===== src/lpht_pkg.sv =====
// Shared constants, codes, control structs and a helper function for the hash table.
`timescale 1ns / 1ps
`default_nettype none

package lpht_pkg;

  localparam int CAPACITY   = 16;
  localparam int KEY_W      = 40;
  localparam int SLOT_W     = 4;
  localparam int CNT_W      = 5;
  localparam int DIV_STEPS  = KEY_W;
  localparam int DIV_CNT_W  = 6;

  // Action codes of an input word.
  localparam logic [1:0] ACT_INSERT = 2'd0;
  localparam logic [1:0] ACT_REMOVE = 2'd1;
  localparam logic [1:0] ACT_SEARCH = 2'd2;

  // Status codes of a result word.
  localparam logic [1:0] ST_DONE     = 2'd0;
  localparam logic [1:0] ST_PRESENT  = 2'd1;
  localparam logic [1:0] ST_NO_ROOM  = 2'd2;
  localparam logic [1:0] ST_NOTFOUND = 2'd3;

  // Slot marks.
  localparam logic [1:0] MARK_EMPTY   = 2'd0;
  localparam logic [1:0] MARK_ACTIVE  = 2'd1;
  localparam logic [1:0] MARK_DELETED = 2'd2;

  // Configuration register indexes.
  localparam logic REG_DIVISOR    = 1'b0;
  localparam logic REG_TABLE_SIZE = 1'b1;

  typedef struct packed {
    logic load;
    logic div_step;
    logic home_load;
    logic probe_rd;
    logic probe_chk;
    logic finish;
  } lpht_cmd_t;

  typedef struct packed {
    logic div_last;
    logic full_insert;
    logic probe_done;
  } lpht_stat_t;

  // Remainder of a small value (below ten) by a table size of 1 to 16,
  // worked out as a four-step restoring reduction.
  function automatic logic [SLOT_W-1:0] mod_small(input logic [3:0] h,
                                                  input logic [CNT_W-1:0] s);
    logic [CNT_W-1:0] r;
    r = '0;
    for (int i = 3; i >= 0; i--) begin
      r = {r[CNT_W-2:0], h[i]};
      if (r >= s) begin
        r = r - s;
      end
    end
    return r[SLOT_W-1:0];
  endfunction

endpackage

`default_nettype wire


===== src/lpht_ctrl.sv =====
// Controller state machine that sequences division, home slot, probing and update.
`timescale 1ns / 1ps
`default_nettype none

module lpht_ctrl
  import lpht_pkg::*;
(
  input  wire logic       clk,
  input  wire logic       rst,
  input  wire logic       start,
  input  wire lpht_stat_t stat,
  output lpht_cmd_t       cmd,
  output logic            busy
);

  typedef enum logic [5:0] {
    S_IDLE   = 6'b000001,
    S_DIV    = 6'b000010,
    S_HOME   = 6'b000100,
    S_PRB_RD = 6'b001000,
    S_PRB_CK = 6'b010000,
    S_FINISH = 6'b100000
  } lpht_state_t;

  lpht_state_t state, state_next;

  always_ff @(posedge clk) begin
    if (rst) begin
      state <= S_IDLE;
    end else begin
      state <= state_next;
    end
  end

  always_comb begin
    state_next = state;
    cmd        = '0;
    unique case (state)
      S_IDLE: begin
        if (start) begin
          cmd.load   = 1'b1;
          state_next = S_DIV;
        end
      end
      S_DIV: begin
        cmd.div_step = 1'b1;
        if (stat.div_last) begin
          state_next = S_HOME;
        end
      end
      S_HOME: begin
        cmd.home_load = 1'b1;
        state_next    = stat.full_insert ? S_FINISH : S_PRB_RD;
      end
      S_PRB_RD: begin
        cmd.probe_rd = 1'b1;
        state_next   = S_PRB_CK;
      end
      S_PRB_CK: begin
        cmd.probe_chk = 1'b1;
        state_next    = stat.probe_done ? S_FINISH : S_PRB_RD;
      end
      S_FINISH: begin
        cmd.finish = 1'b1;
        state_next = S_IDLE;
      end
      default: begin
        state_next = S_IDLE;
      end
    endcase
  end

  assign busy = (state != S_IDLE);

endmodule

`default_nettype wire


===== src/lpht_dp.sv =====
// Datapath: configuration, serial divider, slot marks, key memory and result registers.
`timescale 1ns / 1ps
`default_nettype none

module lpht_dp
  import lpht_pkg::*;
(
  input  wire logic              clk,
  input  wire logic              rst,
  input  wire logic              cfg_write,
  input  wire logic              cfg_index,
  input  wire logic [KEY_W-1:0]  cfg_data,
  input  wire logic [1:0]        action,
  input  wire logic [KEY_W-1:0]  key,
  input  wire lpht_cmd_t         cmd,
  output lpht_stat_t             stat,
  output logic                   done,
  output logic                   ok,
  output logic [1:0]             status_code,
  output logic [SLOT_W-1:0]      slot,
  output logic [CNT_W-1:0]       occupancy
);

  logic [KEY_W-1:0]     divisor;
  logic [CNT_W-1:0]     table_size;
  logic [CNT_W-1:0]     eff_size;

  logic [1:0]           act_q;
  logic [KEY_W-1:0]     key_q;
  logic [KEY_W-1:0]     dvd;
  logic [KEY_W-1:0]     dvs;
  logic [KEY_W-1:0]     rem;
  logic [3:0]           m10;
  logic [DIV_CNT_W-1:0] div_cnt;

  logic [SLOT_W-1:0]    home;
  logic [SLOT_W-1:0]    j;
  logic [SLOT_W-1:0]    n;
  logic [SLOT_W-1:0]    s_q;
  logic                 hit_q;
  logic                 full_q;
  logic [1:0]           mark_q;
  logic [KEY_W-1:0]     rd_key;

  logic [1:0]           marks [CAPACITY];
  logic [KEY_W-1:0]     keys  [CAPACITY];
  logic [CNT_W-1:0]     count;

  // Configuration registers.
  always_ff @(posedge clk) begin
    if (rst) begin
      divisor    <= KEY_W'(1);
      table_size <= CNT_W'(CAPACITY);
    end else if (cfg_write) begin
      unique case (cfg_index)
        REG_DIVISOR:    divisor    <= cfg_data;
        REG_TABLE_SIZE: table_size <= cfg_data[CNT_W-1:0];
        default:        divisor    <= divisor;
      endcase
    end
  end

  always_comb begin
    if (table_size == '0) begin
      eff_size = CNT_W'(1);
    end else if (table_size > CNT_W'(CAPACITY)) begin
      eff_size = CNT_W'(CAPACITY);
    end else begin
      eff_size = table_size;
    end
  end

  // Restoring divider step; the quotient is only needed mod ten, so its
  // bits are folded into a running remainder as they come out.
  logic [KEY_W:0]   rem_sh;
  logic [KEY_W+1:0] diff;
  logic             q_bit;
  logic [4:0]       m2;

  always_comb begin
    rem_sh = {rem, dvd[KEY_W-1]};
    diff   = {1'b0, rem_sh} - {2'b00, dvs};
    q_bit  = ~diff[KEY_W+1];
    m2     = {m10, 1'b0} + {4'd0, q_bit};
  end

  always_ff @(posedge clk) begin
    if (cmd.load) begin
      act_q   <= action;
      key_q   <= key;
      dvd     <= key;
      dvs     <= (divisor == '0) ? KEY_W'(1) : divisor;
      rem     <= '0;
      m10     <= '0;
      div_cnt <= '0;
    end else if (cmd.div_step) begin
      rem     <= q_bit ? diff[KEY_W-1:0] : rem_sh[KEY_W-1:0];
      dvd     <= {dvd[KEY_W-2:0], 1'b0};
      m10     <= (m2 >= 5'd10) ? 4'(m2 - 5'd10) : m2[3:0];
      div_cnt <= div_cnt + DIV_CNT_W'(1);
    end
  end

  // Probe sequencing.
  logic                 full_insert;
  logic                 key_match;
  logic                 stop;
  logic                 lap;
  logic [CNT_W-1:0]     j_inc;

  always_comb begin
    full_insert = (act_q == ACT_INSERT) && (count >= eff_size);
    key_match   = (rd_key == key_q);
    stop        = (mark_q == MARK_EMPTY) || ((mark_q == MARK_ACTIVE) && key_match);
    lap         = ({1'b0, n} == (eff_size - CNT_W'(1)));
    j_inc       = {1'b0, j} + CNT_W'(1);
  end

  assign stat.div_last    = (div_cnt == DIV_CNT_W'(DIV_STEPS - 1));
  assign stat.full_insert = full_insert;
  assign stat.probe_done  = stop || lap;

  always_ff @(posedge clk) begin
    if (cmd.home_load) begin
      home   <= mod_small(m10, eff_size);
      j      <= mod_small(m10, eff_size);
      s_q    <= mod_small(m10, eff_size);
      n      <= '0;
      hit_q  <= 1'b0;
      full_q <= full_insert;
    end else if (cmd.probe_rd) begin
      mark_q <= marks[j];
    end else if (cmd.probe_chk) begin
      if (stop) begin
        s_q   <= j;
        hit_q <= (mark_q == MARK_ACTIVE) && key_match;
      end else if (lap) begin
        s_q   <= home;
        hit_q <= 1'b0;
      end else begin
        j <= (j_inc == eff_size) ? '0 : j_inc[SLOT_W-1:0];
        n <= n + SLOT_W'(1);
      end
    end
  end

  // Final update of the store and the result word.
  logic [1:0]       mark_s;
  logic             ins_ok;
  logic             rem_ok;
  logic             res_ok;
  logic [1:0]       res_st;
  logic [CNT_W-1:0] count_next;

  always_comb begin
    mark_s = marks[s_q];
    ins_ok = (act_q == ACT_INSERT) && !full_q && (mark_s != MARK_ACTIVE);
    rem_ok = (act_q == ACT_REMOVE) && hit_q;
    res_ok = 1'b0;
    res_st = ST_NOTFOUND;
    case (act_q)
      ACT_INSERT: begin
        if (ins_ok) begin
          res_ok = 1'b1;
          res_st = ST_DONE;
        end else if (!full_q && hit_q) begin
          res_st = ST_PRESENT;
        end else begin
          res_st = ST_NO_ROOM;
        end
      end
      default: begin
        // Remove, search and the unused code all report a hit the same way.
        if (hit_q) begin
          res_ok = 1'b1;
          res_st = ST_DONE;
        end
      end
    endcase
    if (ins_ok) begin
      count_next = count + CNT_W'(1);
    end else if (rem_ok && (count != '0)) begin
      count_next = count - CNT_W'(1);
    end else begin
      count_next = count;
    end
  end

  always_ff @(posedge clk) begin
    if (rst) begin
      count <= '0;
      for (int i = 0; i < CAPACITY; i++) begin
        marks[i] <= MARK_EMPTY;
      end
    end else if (cmd.finish) begin
      count <= count_next;
      if (ins_ok) begin
        marks[s_q] <= MARK_ACTIVE;
      end else if (rem_ok) begin
        marks[s_q] <= MARK_DELETED;
      end
    end
  end

  always_ff @(posedge clk) begin
    if (cmd.finish && ins_ok) begin
      keys[s_q] <= key_q;
    end
    if (cmd.probe_rd) begin
      rd_key <= keys[j];
    end
  end

  always_ff @(posedge clk) begin
    if (rst) begin
      done <= 1'b0;
    end else begin
      done <= cmd.finish;
    end
  end

  always_ff @(posedge clk) begin
    if (cmd.finish) begin
      ok          <= res_ok;
      status_code <= res_st;
      slot        <= s_q;
      occupancy   <= count_next;
    end
  end

endmodule

`default_nettype wire


===== src/linear_probe_hash_table.sv =====
// Top level of the linear-probing hash table: controller plus datapath.
`timescale 1ns / 1ps
`default_nettype none

// A command word is taken when start is high and busy is low; busy then stays
// high until the result word is shown for one cycle on done, which cannot be
// held off. After the edge that accepts the command, the block works through
// these steps in order: the one-bit-per-cycle divider finds the home slot, it
// is reduced to the table size, each of the P probed slots (1 to the table
// size, none for an insert into a full table) is read from the key memory by
// a registered read and then checked, and the store is updated. A new command
// may be started in the cycle that shows done.
// Configuration writes are taken at once and belong in idle periods.
module linear_probe_hash_table
  import lpht_pkg::*;
(
  input  wire logic              clk,
  input  wire logic              rst,
  input  wire logic              cfg_write,
  input  wire logic              cfg_index,
  input  wire logic [KEY_W-1:0]  cfg_data,
  input  wire logic              start,
  output logic                   busy,
  input  wire logic [1:0]        action,
  input  wire logic [KEY_W-1:0]  key,
  output logic                   done,
  output logic                   ok,
  output logic [1:0]             status_code,
  output logic [SLOT_W-1:0]      slot,
  output logic [CNT_W-1:0]       occupancy
);

  lpht_cmd_t  cmd;
  lpht_stat_t stat;

  lpht_ctrl u_ctrl (
    .clk   (clk),
    .rst   (rst),
    .start (start),
    .stat  (stat),
    .cmd   (cmd),
    .busy  (busy)
  );

  lpht_dp u_dp (
    .clk         (clk),
    .rst         (rst),
    .cfg_write   (cfg_write),
    .cfg_index   (cfg_index),
    .cfg_data    (cfg_data),
    .action      (action),
    .key         (key),
    .cmd         (cmd),
    .stat        (stat),
    .done        (done),
    .ok          (ok),
    .status_code (status_code),
    .slot        (slot),
    .occupancy   (occupancy)
  );

endmodule

`default_nettype wire


===== config.mk =====
export PLATFORM = sky130hd
export DESIGN_NAME = linear_probe_hash_table
export DESIGN_NICKNAME = d
export VERILOG_FILES = /design/src/lpht_pkg.sv /design/src/lpht_ctrl.sv /design/src/lpht_dp.sv /design/src/linear_probe_hash_table.sv
export SDC_FILE = /design/constraint.sdc
export NUM_CORES = 1
export LEC_CHECK = 0
export ABC_AREA = 1
export BUFFER_PORTS_ARGS = -buffer_cell sky130_fd_sc_hd__buf_2
export CAP_MARGIN = 20
export CORE_MARGIN = 2
export CORE_UTILIZATION = 40
export DETAILED_ROUTE_END_ITERATION = 16
export PLACE_DENSITY = 0.53
export SETUP_SLACK_MARGIN = 0.2
export SYNTH_ARGS = -nofsm -noshare
export SYNTH_HDL_FRONTEND = slang
export SYNTH_SLANG_ARGS = --single-unit
export TNS_END_PERCENT = 30

===== constraint.sdc =====
create_clock -name clk -period 6.3 [get_ports clk]
set_clock_uncertainty 0.1 [all_clocks]
set_input_delay 0.315 -clock clk [delete_from_list [all_inputs] [get_ports clk]]
set_output_delay 0.315 -clock clk [all_outputs]
set_load 0.02 [all_outputs]

# Word-level counts from Yosys, hierarchy flattened
# Memory sizes are Yosys's and may differ from the RTL's. A register that Yosys moved wholly into a read port is not among the register bits.
# Index checks and enable logic that the tools add are counted.
[op_classes]
n_lt_le_gt_ge = 7
reduce_logical = 29
mux = 64
n_eq_ne = 19
bitwise_logic = 7
addsub = 13
[op_table]
columns = ["op", "count"]
rows = [
  ["$mux W40", 3],
  ["$mux W4", 21],
  ["$sub A41 B40 Y42", 1],
  ["$eq A40 B40 Y1", 1],
  ["$logic_not A40 Y1", 1],
  ["$pmux W6 S5", 1],
  ["$mux W1", 25],
  ["$mux W6", 4],
  ["$ge A5 B5 Y1", 4],
  ["$mux W5", 4],
  ["$eq A6 B6 Y1 const B", 2],
  ["$mux W2", 6],
  ["$sub A4 B4 Y4", 3],
  ["$sub A5 B1 Y5 const B", 2],
  ["$logic_and A1 B1 Y1", 8],
  ["$ne A2 B2 Y1 const B", 4],
  ["$reduce_and A2 Y1", 4],
  ["$reduce_and A4 Y1", 2],
  ["$add A6 B1 Y6 const B", 1],
  ["$eq A6 B1 Y1 const B", 1],
  ["$eq A6 B2 Y1 const B", 1],
  ["$eq A6 B3 Y1 const B", 1],
  ["$eq A6 B4 Y1 const B", 1],
  ["$eq A6 B5 Y1 const B", 1],
  ["other kinds (25)", 37],
]
[totals]
reg_bits = 259
elab_cells = 163
inputBits = 87
ramBits = 672
memories = 2
[memory_table]
columns = ["memory", "depth", "width", "read_ports", "rd_ports_with_merged_regs", "write_ports", "line_no", "rtl"]
rows = [
  ["u_dp.keys", 16, 40, 1, 1, 1, "lpht_dp.sv:46", "logic [KEY_W-1:0] keys [CAPACITY];"],
  ["u_dp.marks", 16, 2, 2, 2, 16, "lpht_dp.sv:45", "logic [1:0] marks [CAPACITY];"],
]

# Logic depth before layout (Yosys ltp)
# Gate-level depths: netlist (run 1).
[depth]
ltp_word = 16
mapped_depth = 39
depth_no_buf = 39

# By module
# From an unflattened synthesis (run 1), not the netlist that was laid out.
[unflattened]
cells_unflattened = 4169
hier_area_um2 = 43332.8
[modules_own_cells]
columns = ["module", "n_inst", "area_per_inst_um2", "cells_per_inst"]
rows = [
  ["lpht_dp", 1, 42943.7, 4115],
  ["lpht_ctrl", 1, 389.1, 54],
]

# Least setup slack after synthesis (run 1)
# OpenSTA, ideal clock, no wires.
[synth_path]
path_kind = "register to register"
start = "reg u_ctrl.state[0]"
end = "reg u_ctrl.state[0]"
arrival_ns = 5.013
path_buffers = 0
setup_ns = 0.141
period_less_slack_ns = 5.254
path_stages_with_launch = 7
t_required_ns = 6.059
slack_ns = 1.046
cell_sequence = "dfxtp_1 nor2_1 inv_1 nor4_1 inv_1 nand4_1 o221ai_1"
[synth_between]
elab_chain_len = 3
elab_cells_between_ends = 9
[synth_rtl]
columns = ["item", "line_no", "rtl"]
rows = [
  ["start, declared", "lpht_ctrl.sv:25", "lpht_state_t state, state_next;"],
  ["start signal, assigned", "lpht_ctrl.sv:31", "state <= state_next;"],
  ["$eq A6 B2 Y1 or $eq A6 B1 Y1 (tied branches)", "lpht_ctrl.sv:38", "unique case (state)"],
  ["$ne A2 B2 Y1 (no source line)", "--", ""],
  ["$reduce_and A2 Y1 (no source line)", "--", ""],
]
# Several ways; a longest one is shown, not always the timed one.
# A chain may end at the register's enable or synchronous reset.

# Worst setup path after layout (run 1)
[layout_path]
start = "reg u_dp.table_size[1]"
end = "reg u_dp.j[2], data pin"
[layout_between]
elab_chain_len = 15
elab_cells_between_ends = 26
[layout_rtl]
columns = ["item", "line_no", "rtl"]
rows = [
  ["start, declared", "lpht_dp.sv:25", "logic [CNT_W-1:0] table_size;"],
  ["start signal, assigned", "lpht_dp.sv:53", "table_size <= CNT_W'(CAPACITY);"],
  ["start signal, assigned", "lpht_dp.sv:57", "REG_TABLE_SIZE: table_size <= cfg_data[CNT_W-1:0];"],
  ["$gt A5 B5 Y1", "lpht_dp.sv:66", "end else if (table_size > CNT_W'(CAPACITY)) begin"],
  ["$mux W5", "lpht_dp.sv:66", ""],
  ["$mux W5 *", "lpht_dp.sv:64", "if (table_size == '0) begin"],
  ["$sub A1 B4 Y4 or $ge A1 B5 Y1 (tied branches)", "lpht_pkg.sv:58, lpht_pkg.sv:57", ""],
  ["$mux W4", "lpht_pkg.sv:57", "if (r >= s) begin"],
  ["$mux W4", "lpht_dp.sv:124", "if (cmd.home_load) begin"],
  ["$sub A4 B4 Y4 or $ge A5 B5 Y1 (tied branches)", "lpht_pkg.sv:58, lpht_pkg.sv:57", ""],
  ["$mux W4", "lpht_pkg.sv:57", ""],
  ["$mux W4", "lpht_dp.sv:124", ""],
  ["$ge A5 B5 Y1 or $sub A4 B4 Y4 (tied branches)", "lpht_pkg.sv:57, lpht_pkg.sv:58", ""],
  ["$mux W4", "lpht_pkg.sv:57", ""],
  ["$mux W4", "lpht_dp.sv:124", ""],
  ["$sub A4 B4 Y4 or $ge A5 B5 Y1 (tied branches)", "lpht_pkg.sv:58, lpht_pkg.sv:57", ""],
  ["$mux W4", "lpht_pkg.sv:57", ""],
  ["$mux W4 *", "lpht_dp.sv:124", ""],
  ["end signal, assigned", "lpht_dp.sv:126", "j <= mod_small(m10, eff_size);"],
  ["end signal, assigned", "lpht_dp.sv:141", "j <= (j_inc == eff_size) ? '0 : j_inc[SLOT_W-1:0];"],
  ["end, declared", "lpht_dp.sv:37", "logic [SLOT_W-1:0] j;"],
]
# Mark *: on every way between the ends. The rest lies on a longest branch, timed or not. The select of a mux whose other input is x is not followed.

==> impl_metrics.json, run 1 <==
{
  "rows": 119,
  "ys_seq_elements": 977,
  "max_cap_violations": 0,
  "grt.overflow.total": 0,
  "r2r_start": "u_dp.table_size[1]",
  "port_buffers": 100,
  "yosysTopAreaCellShare_pct": 61.3,
  "clock_sinks": 977,
  "worst_slew_pin_slew_ns": 1.08,
  "grt_use_total_pct": 21.2,
  "synth_cell_types": 61,
  "drv_slew": 0,
  "async_flop_share_pct": 0,
  "gp_congestion": 0.856,
  "final_common_cell": "edfxtp_1",
  "max_freq_ghz": 0.180,
  "cts_buffer_depth": 3,
  "netlist_instances": 3819,
  "syn_nets": 3979,
  "min_from": "cfg_index",
  "grt_antenna_before_repair": 1,
  "clk_latency_ns": 0.69,
  "r2r_slack_ns": 0.73,
  "p_total_mw": 14.0,
  "critPathArrivalTime_ns": 5.86,
  "min_path_type": "input port to flip-flop",
  "peakVddDrop_mv": 0.209,
  "core_area_um2": 105000,
  "initial_core_util_pct": 40.2,
  "remaining_drc_errors": 0,
  "diodes": 0,
  "vias_per_cell": 5.28,
  "period_share_pct": 88.4,
  "cp.required_ns": 6.59,
  "synth_top_cell_by_area": "edfxtp_1",
  "drive_gt1_share_pct": 9.47,
  "wl_um": 115000,
  "synth.area.top_cells": "edfxtp_1, nand2_1, dfxtp_1",
  "cp-start-kind": "flip-flop",
  "dp_hpwl_um": 64600,
  "rsz0062_at_grt": "false",
  "whs_path_depth": 4,
  "cpMostUsedCell": "nand2_1",
  "crit_fanout": 8,
  "drtPass1Iterations": 6,
  "slowest_delay_ns": 0.37,
  "utilization_pct": 46.1,
  "setup_viol": 0,
  "tns_ns": 0,
  "nets": 4123,
  "syn_area_um2": 42200,
  "grt_max_degree": 194,
  "crit_slowest_cell": "ha_1",
  "status": "complete, no violations",
  "layout_common_cells": "edfxtp_1, nand2_1, nor2_1",
  "path_class": "flip-flop to flip-flop",
  "cts_setup_buffers": 0,
  "postSynthAreaPerCell_um2": 11.0,
  "p_leak_nw": 17.7,
  "synth_edf_count": 861,
  "vias": 28700,
  "cts_tree": "built",
  "power_density_nw_per_um2": 289,
  "timing.rr.end": "u_dp.j[2]",
  "wl_per_cell_um": 21.1,
  "crit_path_end_kind": "flip-flop",
  "hold_viol_final": 0,
  "die_w_um": 329,
  "area_delta_synth_final_pct": 14.8,
  "first_iter_violations": 2400,
  "fin_crit_ns": 5.57,
  "worstRegToRegCells": 35,
  "yosysWarnings": 0,
  "die_y_um": 329,
  "die_area_um2": 108000,
  "cpLargestDelayFamily": "adder cells",
  "hold_end": "u_dp.table_size[4]",
  "pre_cts_ws_ns": 0.722,
  "synth-seq-area-share_pct": 66.8,
  "ys.flop_type": "edfxtp_1",
  "drtAntennaViolNets": 0,
  "grt_pass1_wl_um": 174000,
  "maxSlewHeadroom_pct": 27.8,
  "path_buf_inv": 8,
  "grt_pass1_vias": 28000,
  "path_clk_slew_ns": 0.06,
  "cts_buffers": 104,
  "cts_root_buf": "clkbuf_16",
  "cts.htree.levels": 3,
  "setup_slack_ns": 0.730,
  "boundaryPins": 101
}
logic make-up (layout without fill, tap and decap cells):
logic type               count (synthesis)  count (layout)  synth area share (%)
AND/OR/NAND/NOR                       1444            1444                  14.4
XOR/XNOR                                64              64                  1.33
flip-flops                             977             977                  66.8
adder cells (fa/ha/maj)                 73              73                  2.22
AO/OA/AOI/OAI                          768             768                  10.7
buffers and inverters                  493             717                  4.53
synth_stat cells (7+ instances only):
library cell    n
nand3_1       172
nand4_1        61
nor4_1         18
nand3b_1        8
edfxtp_1      861
nor3_1         17
dfxtp_1       116
ha_1           70
o211ai_2        8
nand2_2         9
buf_2          23
nor2_1        413
inv_1         263
a21oi_1       179
xor2_1         42
inv_2          14
a31oi_1        16
o22ai_1        55
o2111ai_1       8
clkbuf_1      176
a221oi_1       47
o221ai_1       41
nand2_1       716
xnor2_1        22
o21ai_0       357
o211ai_1       16
buf_1           7
layer usage:
layer	wire length, µm	vias to the layer above	track usage (%)
li1	-	13800	-
met1	50500	14000	28.6
met2	56200	702	36.2
met3	5590	159	2.65
met4	2510	0	5.18
met5	0	-	0
worst register-to-register path, delay by kind of cell (launching register included):
kind                     cells  cell delay (ns)
AO/OA/AOI/OAI                6             1.20
adder cells (fa/ha/maj)      5             1.51
buffers and inverters        8             0.77
flip-flops                   1             0.34
AND/OR/NAND/NOR             16             1.42
worst max path at each step:
stage / start / endpoint / slack [ns] / depth (start not counted)
final: u_dp.table_size[1] / u_dp.j[2] / 0.73 / 35
after global routing: u_dp.table_size[1] / u_dp.j[2] / 0.21 / 37
after CTS: u_dp.table_size[1] / u_dp.j[2] / 0.69 / 35
after detailed placement: u_dp.table_size[1] / u_dp.j[2] / 0.72 / 35
after global placement: u_dp.table_size[1] / u_dp.j[2] / 0.89 / 35
after floorplan: u_ctrl.state[0] / u_ctrl.state[0] / 1.05 / 6
through the flow:
stage          std cells  hold slack (ns)  instance area [µm²]
6_report            5434           0.0834                48400
5_1_grt             5434            0.121                48400
4_1_cts             5431           0.0562                48300
3_5_place_dp        5149            0.335                44100
3_3_place_gp        5149            0.336                44100
2_1_floorplan       3819            0.314                42200
layout make-up:
type                    instances  area [µm²]
fillers                      9730       56600
clock buffers                 154        2970
multi-input cells            2349       12200
inverters                     281        1070
well taps                    1391        1740
repair buffers                250        1940
clock inverters                32         268
flip-flops and latches        977       28200
power by group:
part / leakage, nW / internal (mW) / total [mW] / switching (mW)
sequential: 8.82 / 7.24 / 7.38 / 0.143
combinational: 7.34 / 0.271 / 0.786 / 0.515
clock: 1.58 / 3.34 / 5.85 / 2.51
sequential cells by signal, summed over array words and instances (netlist names), 5 cells and up, named ones only:
name             cells
u_dp.marks          32
u_dp.dvs            40
u_dp.keys          640
u_dp.dvd            40
u_dp.rd_key         40
u_dp.count           5
u_dp.div_cnt         6
u_dp.rem            40
u_dp.divisor        40
u_ctrl.state         6
u_dp.key_q          40
u_dp.table_size      5
u_dp.occupancy       5
repair_timing:
item | CTS | global route
hold endpoints to repair | 138 | 0
endpoints found under the setup margin | 0 | 4
hold buffers | 96 | 0
gates resized for setup | 0 | 1
No activity file was read; power rests on OpenSTA's default activity.
==> inputs of run 2 (changes only) <==
- RECOVER_POWER: not set -> 25
==> impl_metrics.json, run 2 (same netlist as run 1, synthesis figures left out) <==
{
  "max_cap_violations": 0,
  "first_iter_violations": 2338,
  "max_freq_ghz": 0.180,
  "setup_viol": 0,
  "p_leak_nw": 17.6,
  "fin_crit_ns": 5.57,
  "largest_reg_flops": 640,
  "port_buffers": 100,
  "clock_sinks": 977,
  "p_int_mw": 10.8,
  "crit_path_end_kind": "flip-flop",
  "wl_per_cell_um": 21.1,
  "cts.htree.levels": 3,
  "crit_fanout": 8,
  "dp_hpwl_um": 64600,
  "nets": 4123,
  "vias_per_cell": 5.29,
  "drtPass1Iterations": 7,
  "drv_slew": 0,
  "cts_tree": "built",
  "period_share_pct": 88.4,
  "status": "complete, no violations",
  "layout_common_cells": "edfxtp_1, nand2_1, nor2_1",
  "remaining_drc_errors": 0,
  "drive_gt1_share_pct": 8.58,
  "sw_frac_of_total_pct": 22.6,
  "cts_root_buf": "clkbuf_16",
  "slowest_delay_ns": 0.37,
  "grt_pass1_wl_um": 174000,
  "grt_use_total_pct": 21.2,
  "cts_setup_buffers": 0,
  "min_path_type": "input port to flip-flop",
  "clkPwrFrac_pct": 41.7,
  "path_clk_slew_ns": 0.06,
  "hold_viol_final": 0,
  "cts_buffer_depth": 3,
  "rows": 119,
  "netSwitchingPower_mw": 3.16,
  "grt_max_degree": 194,
  "maxSlewHeadroom_pct": 28.2,
  "power_density_nw_per_um2": 290,
  "tns_ns": 0,
  "cp-start-kind": "flip-flop",
  "rsz0062_at_grt": "false",
  "core_area_um2": 105000,
  "final_area_um2": 48400,
  "worstRegToRegCells": 35,
  "initial_core_util_pct": 40.2,
  "largest-register": "u_dp.keys",
  "vias": 28800,
  "worst_slew_pin_slew_ns": 1.07,
  "peakVddDrop_mv": 0.210,
  "clk_latency_ns": 0.69,
  "grt.overflow.total": 0,
  "cts_buffers": 104,
  "path_class": "flip-flop to flip-flop",
  "placed_area_um2": 44100,
  "wl_um": 115000,
  "area_delta_synth_final_pct": 14.7,
  "seqPwrFrac_pct": 52.7,
  "grt_pass1_vias": 28000,
  "diodes": 0,
  "die_y_um": 329,
  "boundaryPins": 101,
  "grt_antenna_before_repair": 1,
  "die_w_um": 329,
  "gp_congestion": 0.856,
  "final_common_cell": "edfxtp_1",
  "critPathArrivalTime_ns": 5.86,
  "whs_path_depth": 4,
  "cp.required_ns": 6.60,
  "combinationalPowerShare_pct": 5.6,
  "drtAntennaViolNets": 0,
  "crit_slowest_cell": "ha_1",
  "cpMostUsedCell": "nand2_1",
  "r2r_slack_ns": 0.73,
  "die_area_um2": 108000
}
[run 2: power by group through the flow]
stage | sequential [mW] | combinational [mW] | clock [mW]
2_1_floorplan | 7.46 | 0.523 | 0
3_3_place_gp | 7.51 | 0.734 | 0
3_5_place_dp | 7.52 | 0.745 | 0
4_1_cts | 7.38 | 0.795 | 5.97
5_1_grt | 7.40 | 0.888 | 6.21
6_report | 7.38 | 0.783 | 5.84
[run 2: what timing repair did]
| item | CTS | global route |
|---|---|---|
| hold buffers | 96 | 0 |
| setup endpoints to repair | 0 | 4 |
| endpoints found under the hold margin | 138 | 0 |
| gates resized for setup | 0 | 1 |
[run 2: final cells by class]
class | instances | area [µm²]
timing repair buffer | 250 | 1890
tap | 1391 | 1740
clock inverter | 32 | 268
sequential | 977 | 28200
clock buffer | 154 | 2970
fill | 9755 | 56600
multi-input combinational | 2349 | 12200
inverter | 281 | 1070
[run 2: stage by stage]
step	utilization [%]	instances	worst slack, ns	hold slack [ns]	power [mW]
after floorplan	-	3819	1.05	0.314	7.98
after global placement	42.0	5149	0.886	0.336	8.25
after detailed placement	42.0	5149	0.722	0.335	8.26
after CTS	46.1	5431	0.694	0.0562	14.1
after global routing	46.1	5434	0.209	0.121	14.5
final	46.1	5434	0.733	0.0821	14.0
[run 2: critical path, delay by kind of cell (launching register included)]
kind            cells  cell delay, ns
fa+ha+maj           5            1.50
simple gates       16            1.42
compound gates      6            1.20
buf+inv             8            0.77
flops               1            0.35
[run 2: path summary, 6_finish.rpt]
kind / from / end
worst max-delay path: u_dp.table_size[2] / u_dp.j[2]
worst min-delay path: cfg_index / u_dp.table_size[4]
worst max register to register: u_dp.table_size[2] / u_dp.j[2]
worst min register to register: u_dp.divisor[21] / u_dp.dvs[21]
[run 2: metal layers]
| layer | up-vias | wire length (µm) | global-route usage, % |
|---|---|---|---|
| li1 | 13800 | - | - |
| met1 | 14100 | 51000 | 28.6 |
| met2 | 711 | 56200 | 36.2 |
| met3 | 159 | 5240 | 2.65 |
| met4 | 0 | 2460 | 5.18 |
| met5 | - | 0 | 0 |
==> inputs of run 3 (changes only) <==
- ABC_AREA: 1 -> not set
==> impl_metrics.json, run 3 <==
{
  "status": "complete, no violations",
  "worstRegToRegCells": 27,
  "timing.rr.end": "u_dp.s_q[2]",
  "whs_path_depth": 3,
  "grt_max_degree": 100,
  "cts.htree.levels": 3,
  "path_clk_slew_ns": 0.06,
  "setup_viol": 0,
  "clk_latency_ns": 0.68,
  "cts_buffer_depth": 3,
  "final_area_um2": 47600,
  "p_leak_nw": 16.4,
  "peakVddDrop_mv": 0.224,
  "post_layout_nonfiller_instances": 4491,
  "grt_pass1_wl_um": 155000,
  "drv_slew": 0,
  "min_path_type": "input port to flip-flop",
  "utilization_pct": 46.7,
  "drtAntennaViolNets": 0,
  "slowest_delay_ns": 0.37,
  "synth_cell_types": 78,
  "postSynthAreaPerCell_um2": 14.5,
  "p_int_mw": 11.0,
  "drive_gt1_share_pct": 14.5,
  "boundaryPins": 101,
  "ys_seq_elements": 977,
  "die_w_um": 325,
  "grt.overflow.total": 0,
  "vias": 24400,
  "placed_cells": 4202,
  "crit_slowest_cell": "dfxtp_4",
  "min_from": "rst",
  "synth_edf_count": 861,
  "highest_layer": "met5",
  "vias_per_cell": 5.44,
  "synth.area.top_cells": "edfxtp_1, dfxtp_1, mux4_2",
  "drtPass1Iterations": 8,
  "dp_hpwl_um": 58800,
  "power_density_nw_per_um2": 296,
  "yosysTopAreaCellShare_pct": 62.8,
  "path_buf_inv": 4,
  "r2r_slack_ns": 0.54,
  "diodes": 0,
  "rows": 117,
  "area_delta_synth_final_pct": 15.5,
  "combinationalPowerShare_pct": 4.9,
  "setup_slack_ns": 0.536,
  "layout_common_cells": "edfxtp_1, nand2_1, a21oi_1",
  "synth_top_cell_by_area": "edfxtp_1",
  "cp.required_ns": 6.60,
  "cpLargestDelayFamily": "compound AO/OA/AOI/OAI gates",
  "max_cap_violations": 0,
  "timing.hold.ws_ns": 0.202,
  "maxSlewHeadroom_pct": 28.5,
  "grt_pass1_vias": 25100,
  "nets": 3193,
  "r2r_start": "u_dp.table_size[2]",
  "hold_end": "u_ctrl.state[5]",
  "crit_path_end_kind": "flip-flop",
  "die_area_um2": 106000,
  "clkPwrFrac_pct": 42.7,
  "hold_viol_final": 0,
  "port_buffers": 100,
  "crit_fanout": 8,
  "core_area_um2": 102000,
  "path_class": "flip-flop to flip-flop",
  "largest-register": "u_dp.keys",
  "critPathArrivalTime_ns": 6.06,
  "syn_nets": 3011,
  "fin_crit_ns": 5.76,
  "seqPwrFrac_pct": 52.4,
  "initial_core_util_pct": 40.4,
  "async_flop_share_pct": 0,
  "cts_root_buf": "clkbuf_16",
  "rsz0062_at_grt": "false",
  "first_iter_violations": 1989,
  "grt_antenna_before_repair": 1,
  "period_share_pct": 91.5,
  "final_common_cell": "edfxtp_1",
  "sw_frac_of_total_pct": 21.9,
  "ys.flop_type": "edfxtp_1",
  "netSwitchingPower_mw": 3.09,
  "cpMostUsedCell": "ha_1",
  "yosysWarnings": 0,
  "gp_congestion": 0.836,
  "synth-seq-area-share_pct": 68.4,
  "cp-start-kind": "flip-flop",
  "dr_wl_met3_um": 5330,
  "wl_met1_um": 44500,
  "cts_buffers": 104,
  "worst_slew_pin_slew_ns": 1.07,
  "wl_um": 103000,
  "largest_reg_flops": 640,
  "max_freq_ghz": 0.173,
  "cts_tree": "built",
  "netlist_instances": 2851,
  "remaining_drc_errors": 0,
  "wl_met2_um": 50600,
  "synthMostInstantiatedCell": "edfxtp_1",
  "die_y_um": 325,
  "syn_area_um2": 41200,
  "placed_area_um2": 43300,
  "pre_cts_ws_ns": -0.130,
  "clock_sinks": 977,
  "yosys-top-cells-count": "edfxtp_1, nand2_1, a21oi_1, o21ai_0, mux2i_1",
  "grt_use_total_pct": 19.4,
  "wl_per_cell_um": 23.0
}
-- run 3: cell count changes after synthesis, moves of 47 or more --
cell	change
mux2i_1	+142
nor2_1	-296
nand4_1	-47
o21ai_0	-199
mux4_2	+85
a22oi_1	+62
nand2_1	-387
inv_1	-185
nand3_1	-149
mux2_2	+51
-- run 3: what timing repair did --
item / in CTS / in global routing
hold buffers: 86 / 0
setup endpoints to repair: 12 / 15
hold endpoints to repair: 130 / 0
resized for setup: 4 / 15
setup buffers: 2 / 4
pin swaps: 0 / 4
-- run 3: tightest hold or removal path, delay by kind of cell --
| family | cells | cell delay (ns) |
|---|---|---|
| buf+inv | 2 | 0.42 |
| simple gates | 1 | 0.17 |
-- run 3: worst max path at each step --
stage / depth (start not counted) / slack (ns) / endpoint / start
6_report: 27 / 0.54 / u_dp.s_q[2] / u_dp.table_size[2]
5_1_grt: 29 / 0.18 / u_dp.s_q[2] / u_dp.table_size[1]
4_1_cts: 29 / 0.29 / u_dp.s_q[2] / u_dp.table_size[4]
3_5_place_dp: 29 / -0.13 / u_dp.s_q[2] / u_dp.table_size[4]
3_3_place_gp: 29 / -0.04 / u_dp.s_q[2] / u_dp.table_size[4]
2_1_floorplan: 30 / 0.38 / u_dp.s_q[2] / u_dp.table_size[2]
-- run 3: final cells by class --
class / instances / area, µm²
fillers: 8936 / 54400
multi-input cells: 1625 / 12200
clock inverters: 42 / 409
clock buffers: 154 / 2970
flip-flops and latches: 977 / 28200
well taps: 1368 / 1710
inverters: 80 / 305
repair buffers: 245 / 1800
-- run 3: logic make-up after synthesis --
group,after synthesis,share of synthesized area (%)
AO/OA/AOI/OAI,573,8.86
flip-flops,977,68.4
buffers and inverters,249,2.39
AND/OR/NAND/NOR,600,6.43
adder cells (fa/ha/maj),74,2.30
XOR/XNOR,99,2.10
multiplexers,279,9.53
-- run 3: per-layer routing --
metal / up-vias / track usage [%]
met3: 155 / 2.99
li1: 11200 / -
met1: 12400 / 25.7
met2: 665 / 32.9
met5: - / 0
met4: 2 / 5.69
-- run 3: power by group through the flow --
stage	combinational, mW	sequential (mW)	clock, mW
floorplan	0.435	7.46	0
global placement	0.628	7.51	0
detailed placement	0.636	7.52	0
CTS	0.685	7.38	6.15
global route	0.764	7.40	6.40
finish	0.687	7.38	6.02
-- run 3: per-stage QoR --
| stage | power (mW) | TNS (ns) |
|---|---|---|
| 3_3_place_gp | 8.13 | -0.0415 |
| 4_1_cts | 14.2 | 0 |
| 2_1_floorplan | 7.89 | 0 |
| 6_report | 14.1 | 0 |
| 5_1_grt | 14.6 | 0 |
| 3_5_place_dp | 8.15 | -0.206 |
